$ cat config.mk
export PLATFORM = sky130hd
export DESIGN_NAME = value_noise_8bit_unit
export DESIGN_NICKNAME = d
export VERILOG_FILES = /design/src/vn8_pkg.sv /design/src/value_noise_8bit_unit.sv
export SDC_FILE = /design/constraint.sdc
export NUM_CORES = 2
export LEC_CHECK = 0
export BUFFER_PORTS_ARGS = -buffer_cell sky130_fd_sc_hd__buf_4
export CAP_MARGIN = 20
export CORE_MARGIN = 2
export CORE_UTILIZATION = 30
export DETAILED_ROUTE_END_ITERATION = 10
export PLACE_DENSITY = 0.5
export SLEW_MARGIN = 20
export SYNTH_ARGS = -nofsm -noshare
export SYNTH_HDL_FRONTEND = slang
export SYNTH_SLANG_ARGS = --single-unit
$ cat constraint.sdc
create_clock -name clk -period 11.6 [get_ports clk]
set_input_delay 2.9 -clock clk [delete_from_list [all_inputs] [get_ports clk]]
set_output_delay 2.9 -clock clk [all_outputs]
set_load 0.05 [all_outputs]
$ cat src/vn8_pkg.sv
`default_nettype none

package vn8_pkg;

    // dimensions register
    localparam logic       REG_DIMENSIONS = 1'b0;
    localparam logic [1:0] DIMS_RESET     = 2'd3;
    localparam logic [1:0] DIMS_ONE       = 2'd1;
    localparam logic [1:0] DIMS_TWO       = 2'd2;

    typedef enum logic [1:0] {
        MODE_1D,
        MODE_2D,
        MODE_3D
    } vn_mode_t;

    // fixed permutation table
    localparam logic [7:0] PERM_ROM [256] = '{
        8'd151, 8'd160, 8'd137, 8'd91,  8'd90,  8'd15,  8'd131, 8'd13,
        8'd201, 8'd95,  8'd96,  8'd53,  8'd194, 8'd233, 8'd7,   8'd225,
        8'd140, 8'd36,  8'd103, 8'd30,  8'd69,  8'd142, 8'd8,   8'd99,
        8'd37,  8'd240, 8'd21,  8'd10,  8'd23,  8'd190, 8'd6,   8'd148,
        8'd247, 8'd120, 8'd234, 8'd75,  8'd0,   8'd26,  8'd197, 8'd62,
        8'd94,  8'd252, 8'd219, 8'd203, 8'd117, 8'd35,  8'd11,  8'd32,
        8'd57,  8'd177, 8'd33,  8'd88,  8'd237, 8'd149, 8'd56,  8'd87,
        8'd174, 8'd20,  8'd125, 8'd136, 8'd171, 8'd168, 8'd68,  8'd175,
        8'd74,  8'd165, 8'd71,  8'd134, 8'd139, 8'd48,  8'd27,  8'd166,
        8'd77,  8'd146, 8'd158, 8'd231, 8'd83,  8'd111, 8'd229, 8'd122,
        8'd60,  8'd211, 8'd133, 8'd230, 8'd220, 8'd105, 8'd92,  8'd41,
        8'd55,  8'd46,  8'd245, 8'd40,  8'd244, 8'd102, 8'd143, 8'd54,
        8'd65,  8'd25,  8'd63,  8'd161, 8'd1,   8'd216, 8'd80,  8'd73,
        8'd209, 8'd76,  8'd132, 8'd187, 8'd208, 8'd89,  8'd18,  8'd169,
        8'd200, 8'd196, 8'd135, 8'd130, 8'd116, 8'd188, 8'd159, 8'd86,
        8'd164, 8'd100, 8'd109, 8'd198, 8'd173, 8'd186, 8'd3,   8'd64,
        8'd52,  8'd217, 8'd226, 8'd250, 8'd124, 8'd123, 8'd5,   8'd202,
        8'd38,  8'd147, 8'd118, 8'd126, 8'd255, 8'd82,  8'd85,  8'd212,
        8'd207, 8'd206, 8'd59,  8'd227, 8'd47,  8'd16,  8'd58,  8'd17,
        8'd182, 8'd189, 8'd28,  8'd42,  8'd223, 8'd183, 8'd170, 8'd213,
        8'd119, 8'd248, 8'd152, 8'd2,   8'd44,  8'd154, 8'd163, 8'd70,
        8'd221, 8'd153, 8'd101, 8'd155, 8'd167, 8'd43,  8'd172, 8'd9,
        8'd129, 8'd22,  8'd39,  8'd253, 8'd19,  8'd98,  8'd108, 8'd110,
        8'd79,  8'd113, 8'd224, 8'd232, 8'd178, 8'd185, 8'd112, 8'd104,
        8'd218, 8'd246, 8'd97,  8'd228, 8'd251, 8'd34,  8'd242, 8'd193,
        8'd238, 8'd210, 8'd144, 8'd12,  8'd191, 8'd179, 8'd162, 8'd241,
        8'd81,  8'd51,  8'd145, 8'd235, 8'd249, 8'd14,  8'd239, 8'd107,
        8'd49,  8'd192, 8'd214, 8'd31,  8'd181, 8'd199, 8'd106, 8'd157,
        8'd184, 8'd84,  8'd204, 8'd176, 8'd115, 8'd121, 8'd50,  8'd45,
        8'd127, 8'd4,   8'd150, 8'd254, 8'd138, 8'd236, 8'd205, 8'd93,
        8'd222, 8'd114, 8'd67,  8'd29,  8'd24,  8'd72,  8'd243, 8'd141,
        8'd128, 8'd195, 8'd78,  8'd66,  8'd215, 8'd61,  8'd156, 8'd180
    };

    // 8x8 product, upper byte kept
    function automatic logic [7:0] mul_hi(input logic [7:0] a, input logic [7:0] b);
        logic [15:0] p;
        begin
            p = 16'(a) * 16'(b);
            return p[15:8];
        end
    endfunction

    // 3*sq - 2*cu, clamped at 255
    function automatic logic [7:0] smooth_finish(input logic [7:0] sq, input logic [7:0] cu);
        logic [9:0] r;
        begin
            r = 10'(sq) + 10'({sq, 1'b0}) - 10'({cu, 1'b0});
            return (r > 10'd255) ? 8'hFF : r[7:0];
        end
    endfunction

    // 8-bit linear blend between a and b by t
    function automatic logic [7:0] blend8(input logic [7:0] a, input logic [7:0] b,
                                          input logic [7:0] t);
        logic [7:0] d;
        logic [7:0] s;
        begin
            d = (b >= a) ? (b - a) : (a - b);
            s = mul_hi(d, t);
            return (b >= a) ? (a + s) : (a - s);
        end
    endfunction

    // stage after first table read and squares
    typedef struct packed {
        vn_mode_t   mode;
        logic [7:0] p0;
        logic [7:0] p1;
        logic [7:0] yi;
        logic [7:0] zi;
        logic [7:0] tx;
        logic [7:0] ty;
        logic [7:0] tz;
        logic [7:0] sqx;
        logic [7:0] sqy;
        logic [7:0] sqz;
    } vn_st1_t;

    // stage after second table read and cubes
    typedef struct packed {
        vn_mode_t   mode;
        logic [7:0] p0;
        logic [7:0] p1;
        logic [7:0] zi;
        logic [7:0] ra;
        logic [7:0] ra1;
        logic [7:0] rb;
        logic [7:0] rb1;
        logic [7:0] sqx;
        logic [7:0] sqy;
        logic [7:0] sqz;
        logic [7:0] cux;
        logic [7:0] cuy;
        logic [7:0] cuz;
    } vn_st2_t;

    // corner pairs and weights
    typedef struct packed {
        vn_mode_t        mode;
        logic [3:0][7:0] lo;
        logic [3:0][7:0] hi;
        logic [7:0]      u;
        logic [7:0]      v;
        logic [7:0]      w;
    } vn_st3_t;

    typedef struct packed {
        vn_mode_t        mode;
        logic [3:0][7:0] xb;
        logic [7:0]      v;
        logic [7:0]      w;
    } vn_st4_t;

    typedef struct packed {
        vn_mode_t        mode;
        logic [1:0][7:0] yb;
        logic [7:0]      w;
    } vn_st5_t;

endpackage

`default_nettype wire

$ cat src/value_noise_8bit_unit.sv
`default_nettype none

// 8-bit value noise in one, two or three dimensions. Each request carries three
// 16-bit coordinates (high byte lattice cell, low byte fraction) and yields one
// 8-bit sample. Six register stages: first table read and fraction squares,
// second hash read and cubes, third hash read and smoothstep, x blends, y blends,
// z blend into the output register. One request is taken every clock while the
// pipe flows, and a stall on the output side only holds up input once every
// stage is full. The dimensions register (byte address 0) picks 1, 2 or 3
// axes; a value of 0 acts as 3. It is sampled when a request enters, so writes
// should land while the unit is idle. pready is tied high and reads return the
// register.
module value_noise_8bit_unit (
    input  wire logic        clk,
    input  wire logic        rst_n,
    // apb register port
    input  wire logic        psel,
    input  wire logic        penable,
    input  wire logic        pwrite,
    input  wire logic [2:0]  paddr,
    input  wire logic [31:0] pwdata,
    output logic [31:0]      prdata,
    output logic             pready,
    // request side
    input  wire logic        s_tvalid,
    output logic             s_tready,
    input  wire logic [47:0] s_tdata,   // coord_x [15:0], coord_y [31:16], coord_z [47:32]
    // result side
    output logic             m_tvalid,
    input  wire logic        m_tready,
    output logic [7:0]       m_tdata    // noise_value [7:0]
);
    import vn8_pkg::*;

    // configuration
    logic [1:0] dims_reg;
    logic       cfg_wr;

    // stage valids, payloads
    logic    v1_reg, v2_reg, v3_reg, v4_reg, v5_reg, vo_reg;
    vn_st1_t st1_reg, st1_next;
    vn_st2_t st2_reg, st2_next;
    vn_st3_t st3_reg, st3_next;
    vn_st4_t st4_reg, st4_next;
    vn_st5_t st5_reg, st5_next;
    logic [7:0] out_reg, out_next;

    // per-stage load enables, collapsing bubbles
    logic en1, en2, en3, en4, en5, eno;

    logic [15:0] cx, cy, cz;

    assign cx = s_tdata[15:0];
    assign cy = s_tdata[31:16];
    assign cz = s_tdata[47:32];

    assign pready = 1'b1;
    assign cfg_wr = psel && penable && pwrite && (paddr[2] == REG_DIMENSIONS);
    assign prdata = (paddr[2] == REG_DIMENSIONS) ? {30'd0, dims_reg} : 32'd0;

    always_ff @(posedge clk or negedge rst_n)
    begin
        if (!rst_n)
        begin
            dims_reg <= DIMS_RESET;
        end
        else if (cfg_wr)
        begin
            dims_reg <= pwdata[1:0];
        end
    end

    // stall chain from the output register back to the input
    assign eno      = !vo_reg || m_tready;
    assign en5      = !v5_reg || eno;
    assign en4      = !v4_reg || en5;
    assign en3      = !v3_reg || en4;
    assign en2      = !v2_reg || en3;
    assign en1      = !v1_reg || en2;
    assign s_tready = en1;

    // stage 1: cell lookup along x, fraction squares
    always_comb
    begin
        case (dims_reg)
            DIMS_ONE: st1_next.mode = MODE_1D;
            DIMS_TWO: st1_next.mode = MODE_2D;
            default:  st1_next.mode = MODE_3D;
        endcase
        st1_next.p0  = PERM_ROM[cx[15:8]];
        st1_next.p1  = PERM_ROM[cx[15:8] + 8'd1];
        st1_next.yi  = cy[15:8];
        st1_next.zi  = cz[15:8];
        st1_next.tx  = cx[7:0];
        st1_next.ty  = cy[7:0];
        st1_next.tz  = cz[7:0];
        st1_next.sqx = mul_hi(cx[7:0], cx[7:0]);
        st1_next.sqy = mul_hi(cy[7:0], cy[7:0]);
        st1_next.sqz = mul_hi(cz[7:0], cz[7:0]);
    end

    // stage 2: hash in y, fraction cubes
    always_comb
    begin
        logic [7:0] a;
        logic [7:0] b;
        a = st1_reg.p0 + st1_reg.yi;
        b = st1_reg.p1 + st1_reg.yi;
        st2_next.mode = st1_reg.mode;
        st2_next.p0   = st1_reg.p0;
        st2_next.p1   = st1_reg.p1;
        st2_next.zi   = st1_reg.zi;
        st2_next.ra   = PERM_ROM[a];
        st2_next.ra1  = PERM_ROM[a + 8'd1];
        st2_next.rb   = PERM_ROM[b];
        st2_next.rb1  = PERM_ROM[b + 8'd1];
        st2_next.sqx  = st1_reg.sqx;
        st2_next.sqy  = st1_reg.sqy;
        st2_next.sqz  = st1_reg.sqz;
        st2_next.cux  = mul_hi(st1_reg.sqx, st1_reg.tx);
        st2_next.cuy  = mul_hi(st1_reg.sqy, st1_reg.ty);
        st2_next.cuz  = mul_hi(st1_reg.sqz, st1_reg.tz);
    end

    // stage 3: hash in z, smoothstep, corner pairs chosen by mode
    always_comb
    begin
        logic [7:0] aa, ab, ba, bb;
        aa = st2_reg.ra  + st2_reg.zi;
        ab = st2_reg.ra1 + st2_reg.zi;
        ba = st2_reg.rb  + st2_reg.zi;
        bb = st2_reg.rb1 + st2_reg.zi;
        st3_next.mode = st2_reg.mode;
        st3_next.u    = smooth_finish(st2_reg.sqx, st2_reg.cux);
        st3_next.v    = smooth_finish(st2_reg.sqy, st2_reg.cuy);
        st3_next.w    = smooth_finish(st2_reg.sqz, st2_reg.cuz);
        case (st2_reg.mode)
            MODE_1D:
            begin
                st3_next.lo = {24'd0, st2_reg.p0};
                st3_next.hi = {24'd0, st2_reg.p1};
            end
            MODE_2D:
            begin
                st3_next.lo = {16'd0, st2_reg.ra1, st2_reg.ra};
                st3_next.hi = {16'd0, st2_reg.rb1, st2_reg.rb};
            end
            default:
            begin
                st3_next.lo = {PERM_ROM[ab + 8'd1], PERM_ROM[aa + 8'd1],
                               PERM_ROM[ab], PERM_ROM[aa]};
                st3_next.hi = {PERM_ROM[bb + 8'd1], PERM_ROM[ba + 8'd1],
                               PERM_ROM[bb], PERM_ROM[ba]};
            end
        endcase
    end

    // stage 4: blends along x
    always_comb
    begin
        st4_next.mode = st3_reg.mode;
        st4_next.v    = st3_reg.v;
        st4_next.w    = st3_reg.w;
        for (int i = 0; i < 4; i++)
        begin
            st4_next.xb[i] = blend8(st3_reg.lo[i], st3_reg.hi[i], st3_reg.u);
        end
    end

    // stage 5: blends along y, 1-D passes straight on
    always_comb
    begin
        st5_next.mode = st4_reg.mode;
        st5_next.w    = st4_reg.w;
        if (st4_reg.mode == MODE_1D)
        begin
            st5_next.yb[0] = st4_reg.xb[0];
        end
        else
        begin
            st5_next.yb[0] = blend8(st4_reg.xb[0], st4_reg.xb[1], st4_reg.v);
        end
        st5_next.yb[1] = blend8(st4_reg.xb[2], st4_reg.xb[3], st4_reg.v);
    end

    // stage 6: blend along z for 3-D only
    always_comb
    begin
        if (st5_reg.mode == MODE_3D)
        begin
            out_next = blend8(st5_reg.yb[0], st5_reg.yb[1], st5_reg.w);
        end
        else
        begin
            out_next = st5_reg.yb[0];
        end
    end

    // valid bits
    always_ff @(posedge clk or negedge rst_n)
    begin
        if (!rst_n)
        begin
            v1_reg <= 1'b0;
            v2_reg <= 1'b0;
            v3_reg <= 1'b0;
            v4_reg <= 1'b0;
            v5_reg <= 1'b0;
            vo_reg <= 1'b0;
        end
        else
        begin
            if (en1) v1_reg <= s_tvalid;
            if (en2) v2_reg <= v1_reg;
            if (en3) v3_reg <= v2_reg;
            if (en4) v4_reg <= v3_reg;
            if (en5) v5_reg <= v4_reg;
            if (eno) vo_reg <= v5_reg;
        end
    end

    // payload, no reset
    always_ff @(posedge clk)
    begin
        if (en1) st1_reg <= st1_next;
        if (en2) st2_reg <= st2_next;
        if (en3) st3_reg <= st3_next;
        if (en4) st4_reg <= st4_next;
        if (en5) st5_reg <= st5_next;
        if (eno) out_reg <= out_next;
    end

    assign m_tvalid = vo_reg;
    assign m_tdata  = out_reg;

`ifndef NO_ASSERTIONS
    // input can only be held off when the whole pipe is full and the output waits
    a_stall_only_when_full: assert property (@(posedge clk) disable iff (!rst_n)
        !s_tready |-> (vo_reg && v5_reg && v4_reg && v3_reg && v2_reg && v1_reg && !m_tready))
        else $error("input stalled with room in the pipe");

    // an accepted request lands in the first stage
    a_accept_loads: assert property (@(posedge clk) disable iff (!rst_n)
        (s_tvalid && s_tready) |=> v1_reg)
        else $error("accepted request lost at stage one");

    // a waiting result is never overwritten
    a_hold_result: assert property (@(posedge clk) disable iff (!rst_n)
        (vo_reg && !m_tready) |=> (vo_reg && out_reg == $past(out_reg)))
        else $error("pending result changed");

    // register write takes effect
    a_cfg_write: assert property (@(posedge clk) disable iff (!rst_n)
        cfg_wr |=> (dims_reg == $past(pwdata[1:0])))
        else $error("dimensions write not applied");
`endif

endmodule

`default_nettype wire
==> results.json <==
{
  "status": "finished, final reports clean",
  "yosysWarningCount": 0,
  "synth_sequential_area_ratio_pct": 12.14,
  "ys_async_sr_fraction_pct": 2.162,
  "boundaryPins": 133,
  "critPathCaptureType": "flip-flop",
  "first_pass_iters": 7,
  "synth-adder-area-share_pct": 21.59,
  "numnets_final": 13263,
  "insertion_delay_to_the_later_sink_of_the_worst_skew_pair_ns": 0.71,
  "grt_pass1_wl_um": 563100,
  "number_of_enable_flip_flop_cells_after_synthesis": 362,
  "skew_ns": 0.04857,
  "cts_resized": 0,
  "grt_remaining_overflow": 0,
  "critical-path-slowest-cell": "sky130_fd_sc_hd__xnor2_1",
  "synth.mux.area_fraction_pct": 2.762,
  "drt-vias-per-instance": 6.065,
  "clock_sinks": 370,
  "synth_compound_gate_area_share_pct": 30.71,
  "largest_reg_flops": 106,
  "clock_tree.root_cell": "sky130_fd_sc_hd__clkbuf_16",
  "simple_gate_portion_of_the_synthesized_area_pct": 20.08,
  "avgRoutedWirePerCell_um": 22.99,
  "hold_class": "reg2reg",
  "timing_limited_maximum_frequency_ghz": 0.1004,
  "unrepaired_setup_endpoints_after_global_routing": "false",
  "coreArea_um2": 302500,
  "post_synth_instance_area_um2": 91190,
  "detail_route.drc_violations": 0,
  "synth.ff_latch_count": 370,
  "final.fill_count": 32736,
  "tritoncts": "built",
  "area_of_the_multi_input_gates_um2": 73080,
  "period_utilization_pct": 85.90,
  "placement_rows": 202,
  "max_cap_viols": 0,
  "grt_antenna_before_repair": 10,
  "slew_limit_fails": 0,
  "route.vias.total": 96497,
  "holdBufCountCts": 0,
  "layout.area.seq_um2": 11070,
  "critPathKind": "reg2reg",
  "dp_hpwl_um": 250900,
  "cts_setup_buffers": 0,
  "initialDrtViolationCount": 12914,
  "tightest_slew_ns": 1.219,
  "post_synth_main_area_contributors": "sky130_fd_sc_hd__edfxtp_1, sky130_fd_sc_hd__ha_1, sky130_fd_sc_hd__fa_1, sky130_fd_sc_hd__a21oi_1, sky130_fd_sc_hd__nand2_1",
  "synth_top_family_by_area": "compound AO/OA/AOI/OAI gates",
  "final.min_clock_period_ns": 9.964,
  "holdPathStages": 0,
  "setup_viol": 0,
  "maximum_number_of_pins_on_one_net_before_global_route_repair": 102,
  "timing.final.ws_setup_ns": 1.636,
  "fraction_of_layout_cells_with_a_size_suffix_above_1_pct": 6.270,
  "timing.critical_path.from_type": "flip-flop",
  "synthDominantAreaCellType": "sky130_fd_sc_hd__edfxtp_1",
  "final_core_util_pct": 32.09,
  "critPathMaxStageDelay_ns": 0.57,
  "io_buffers": 69,
  "area_growth_syn_to_layout_pct": 6.476,
  "die_w_um": 555.3,
  "totalWireLength_um": 365800,
  "synthDominantCellAreaShare_pct": 11.92,
  "totalNegativeSetupSlack_ns": 0,
  "most-common-layout-cells": "sky130_fd_sc_hd__nand2_1, sky130_fd_sc_hd__a21oi_1, sky130_fd_sc_hd__nor2_1",
  "antenna_left": 0,
  "required_time_of_the_worst_setup_path_ns": 12.10,
  "final_common_cell": "sky130_fd_sc_hd__nand2_1",
  "floorplan.die_area_um2": 308400,
  "post-place-ws_ns": 1.705,
  "htreeDepth": 2,
  "post_synth_inst_count": 12576,
  "critPathArrivalTime_ns": 10.47,
  "grt_pass1_vias": 90419,
  "yosysUniqueCellTypes": 112,
  "max_slew_margin_pct": 16.65,
  "routabilityCongestion": 0.9652,
  "yosys.area_share.xor_xnor_pct": 4.037,
  "synth.avg_cell_area_um2": 7.251,
  "initial_utilization_pct": 30.14,
  "grt_util_all_layers_pct": 22.76,
  "cts-root-to-sink-buffers": 3,
  "worst_setup_hold_path_clk_slew_ns": 0.06,
  "ys.flop_type": "sky130_fd_sc_hd__edfxtp_1",
  "cts_inserted_buffers": 52,
  "rr_worst_depth": 37,
  "critical_path_peak_fanout": 12,
  "finalHoldViolCount": 0,
  "floorplan.die.height_um": 555.3
}
==> logic make-up (layout without fill, tap and decap cells) <==
logic type / Yosys count / after routing
buffers and inverters: 2051 / 1374
adder cells (fa/ha/maj): 1287 / 1287
multiplexers: 163 / 163
XOR/XNOR: 387 / 387
flip-flops: 370 / 370
AND/OR/NAND/NOR: 4019 / 4019
other: 2 / 35
AO/OA/AOI/OAI: 4297 / 4297
==> per-stage QoR <==
step	instances	area (µm²)	hold slack [ns]
finish	15910	97100	0.4166
global route	15907	97090	0.4214
CTS	15907	97080	0.4154
detailed placement	15810	95250	0.4045
global placement	15810	95250	0.4013
floorplan	12606	91300	0.4003
==> layout make-up <==
type	instances	share of cell area (%)
diodes	3	0.007732
clock buffers	60	1.393
clock inverters	37	0.4897
multi-input cells	10185	75.27
flip-flops and latches	370	11.40
well taps	3978	5.126
repair buffers	355	2.745
inverters	922	3.567
==> final timing paths <==
path	slack (ns)	from	to
setup / recovery	1.64	st5_reg[8]	m_tdata[7]
hold / removal	0.42	st1_reg[49]	st2_reg[81]
setup reg to reg	1.64	st5_reg[8]	m_tdata[7]
hold reg to reg	0.42	st1_reg[49]	st2_reg[81]
max in group asynchronous	9.29	rst_n	dims_reg[0]
min in group asynchronous	2.06	rst_n	v4_reg
==> worst max-delay path, delay by kind of cell, from the launching register on <==
kind | cells | cell delay [ns]
xor+xnor | 4 | 1.30
fa+ha+maj | 8 | 3.32
mux | 3 | 1.04
compound gates | 12 | 2.26
simple gates | 5 | 0.92
buf+inv | 5 | 0.53
flops | 1 | 0.42
==> synth_stat cells (all sizes together) (47+ instances only) <==
cell type and instances:
a211oi 282, a21o 111, a21oi 1112, a221oi 90, a311oi 211, a31oi 220
and2 410, and3 50, buf 235, clkbuf 894, edfxtp 362, fa 477
ha 810, inv 906, mux2i 69, mux4 68, nand2 1446, nand2b 84
nand3 298, nor2 1071, nor2b 182, nor3 266, o211ai 305, o21ai 1010
o21bai 47, o221ai 90, o22ai 120, o311ai 163, o31ai 65, xnor2 263
xor2 111
==> metal layers <==
metal | wire length [µm] | up-vias | track usage (%)
met1 | 156500 | 45821 | 32.16
met3 | 36130 | 1016 | 3.688
li1 | - | 44033 | -
met4 | 18260 | 6 | 10.18
met2 | 154900 | 5621 | 33.73
met5 | 46 | - | 0
Power is left out: the tool's default activity adds up to more than one toggle a clock period on the data nets, which glitch-free logic cannot reach.
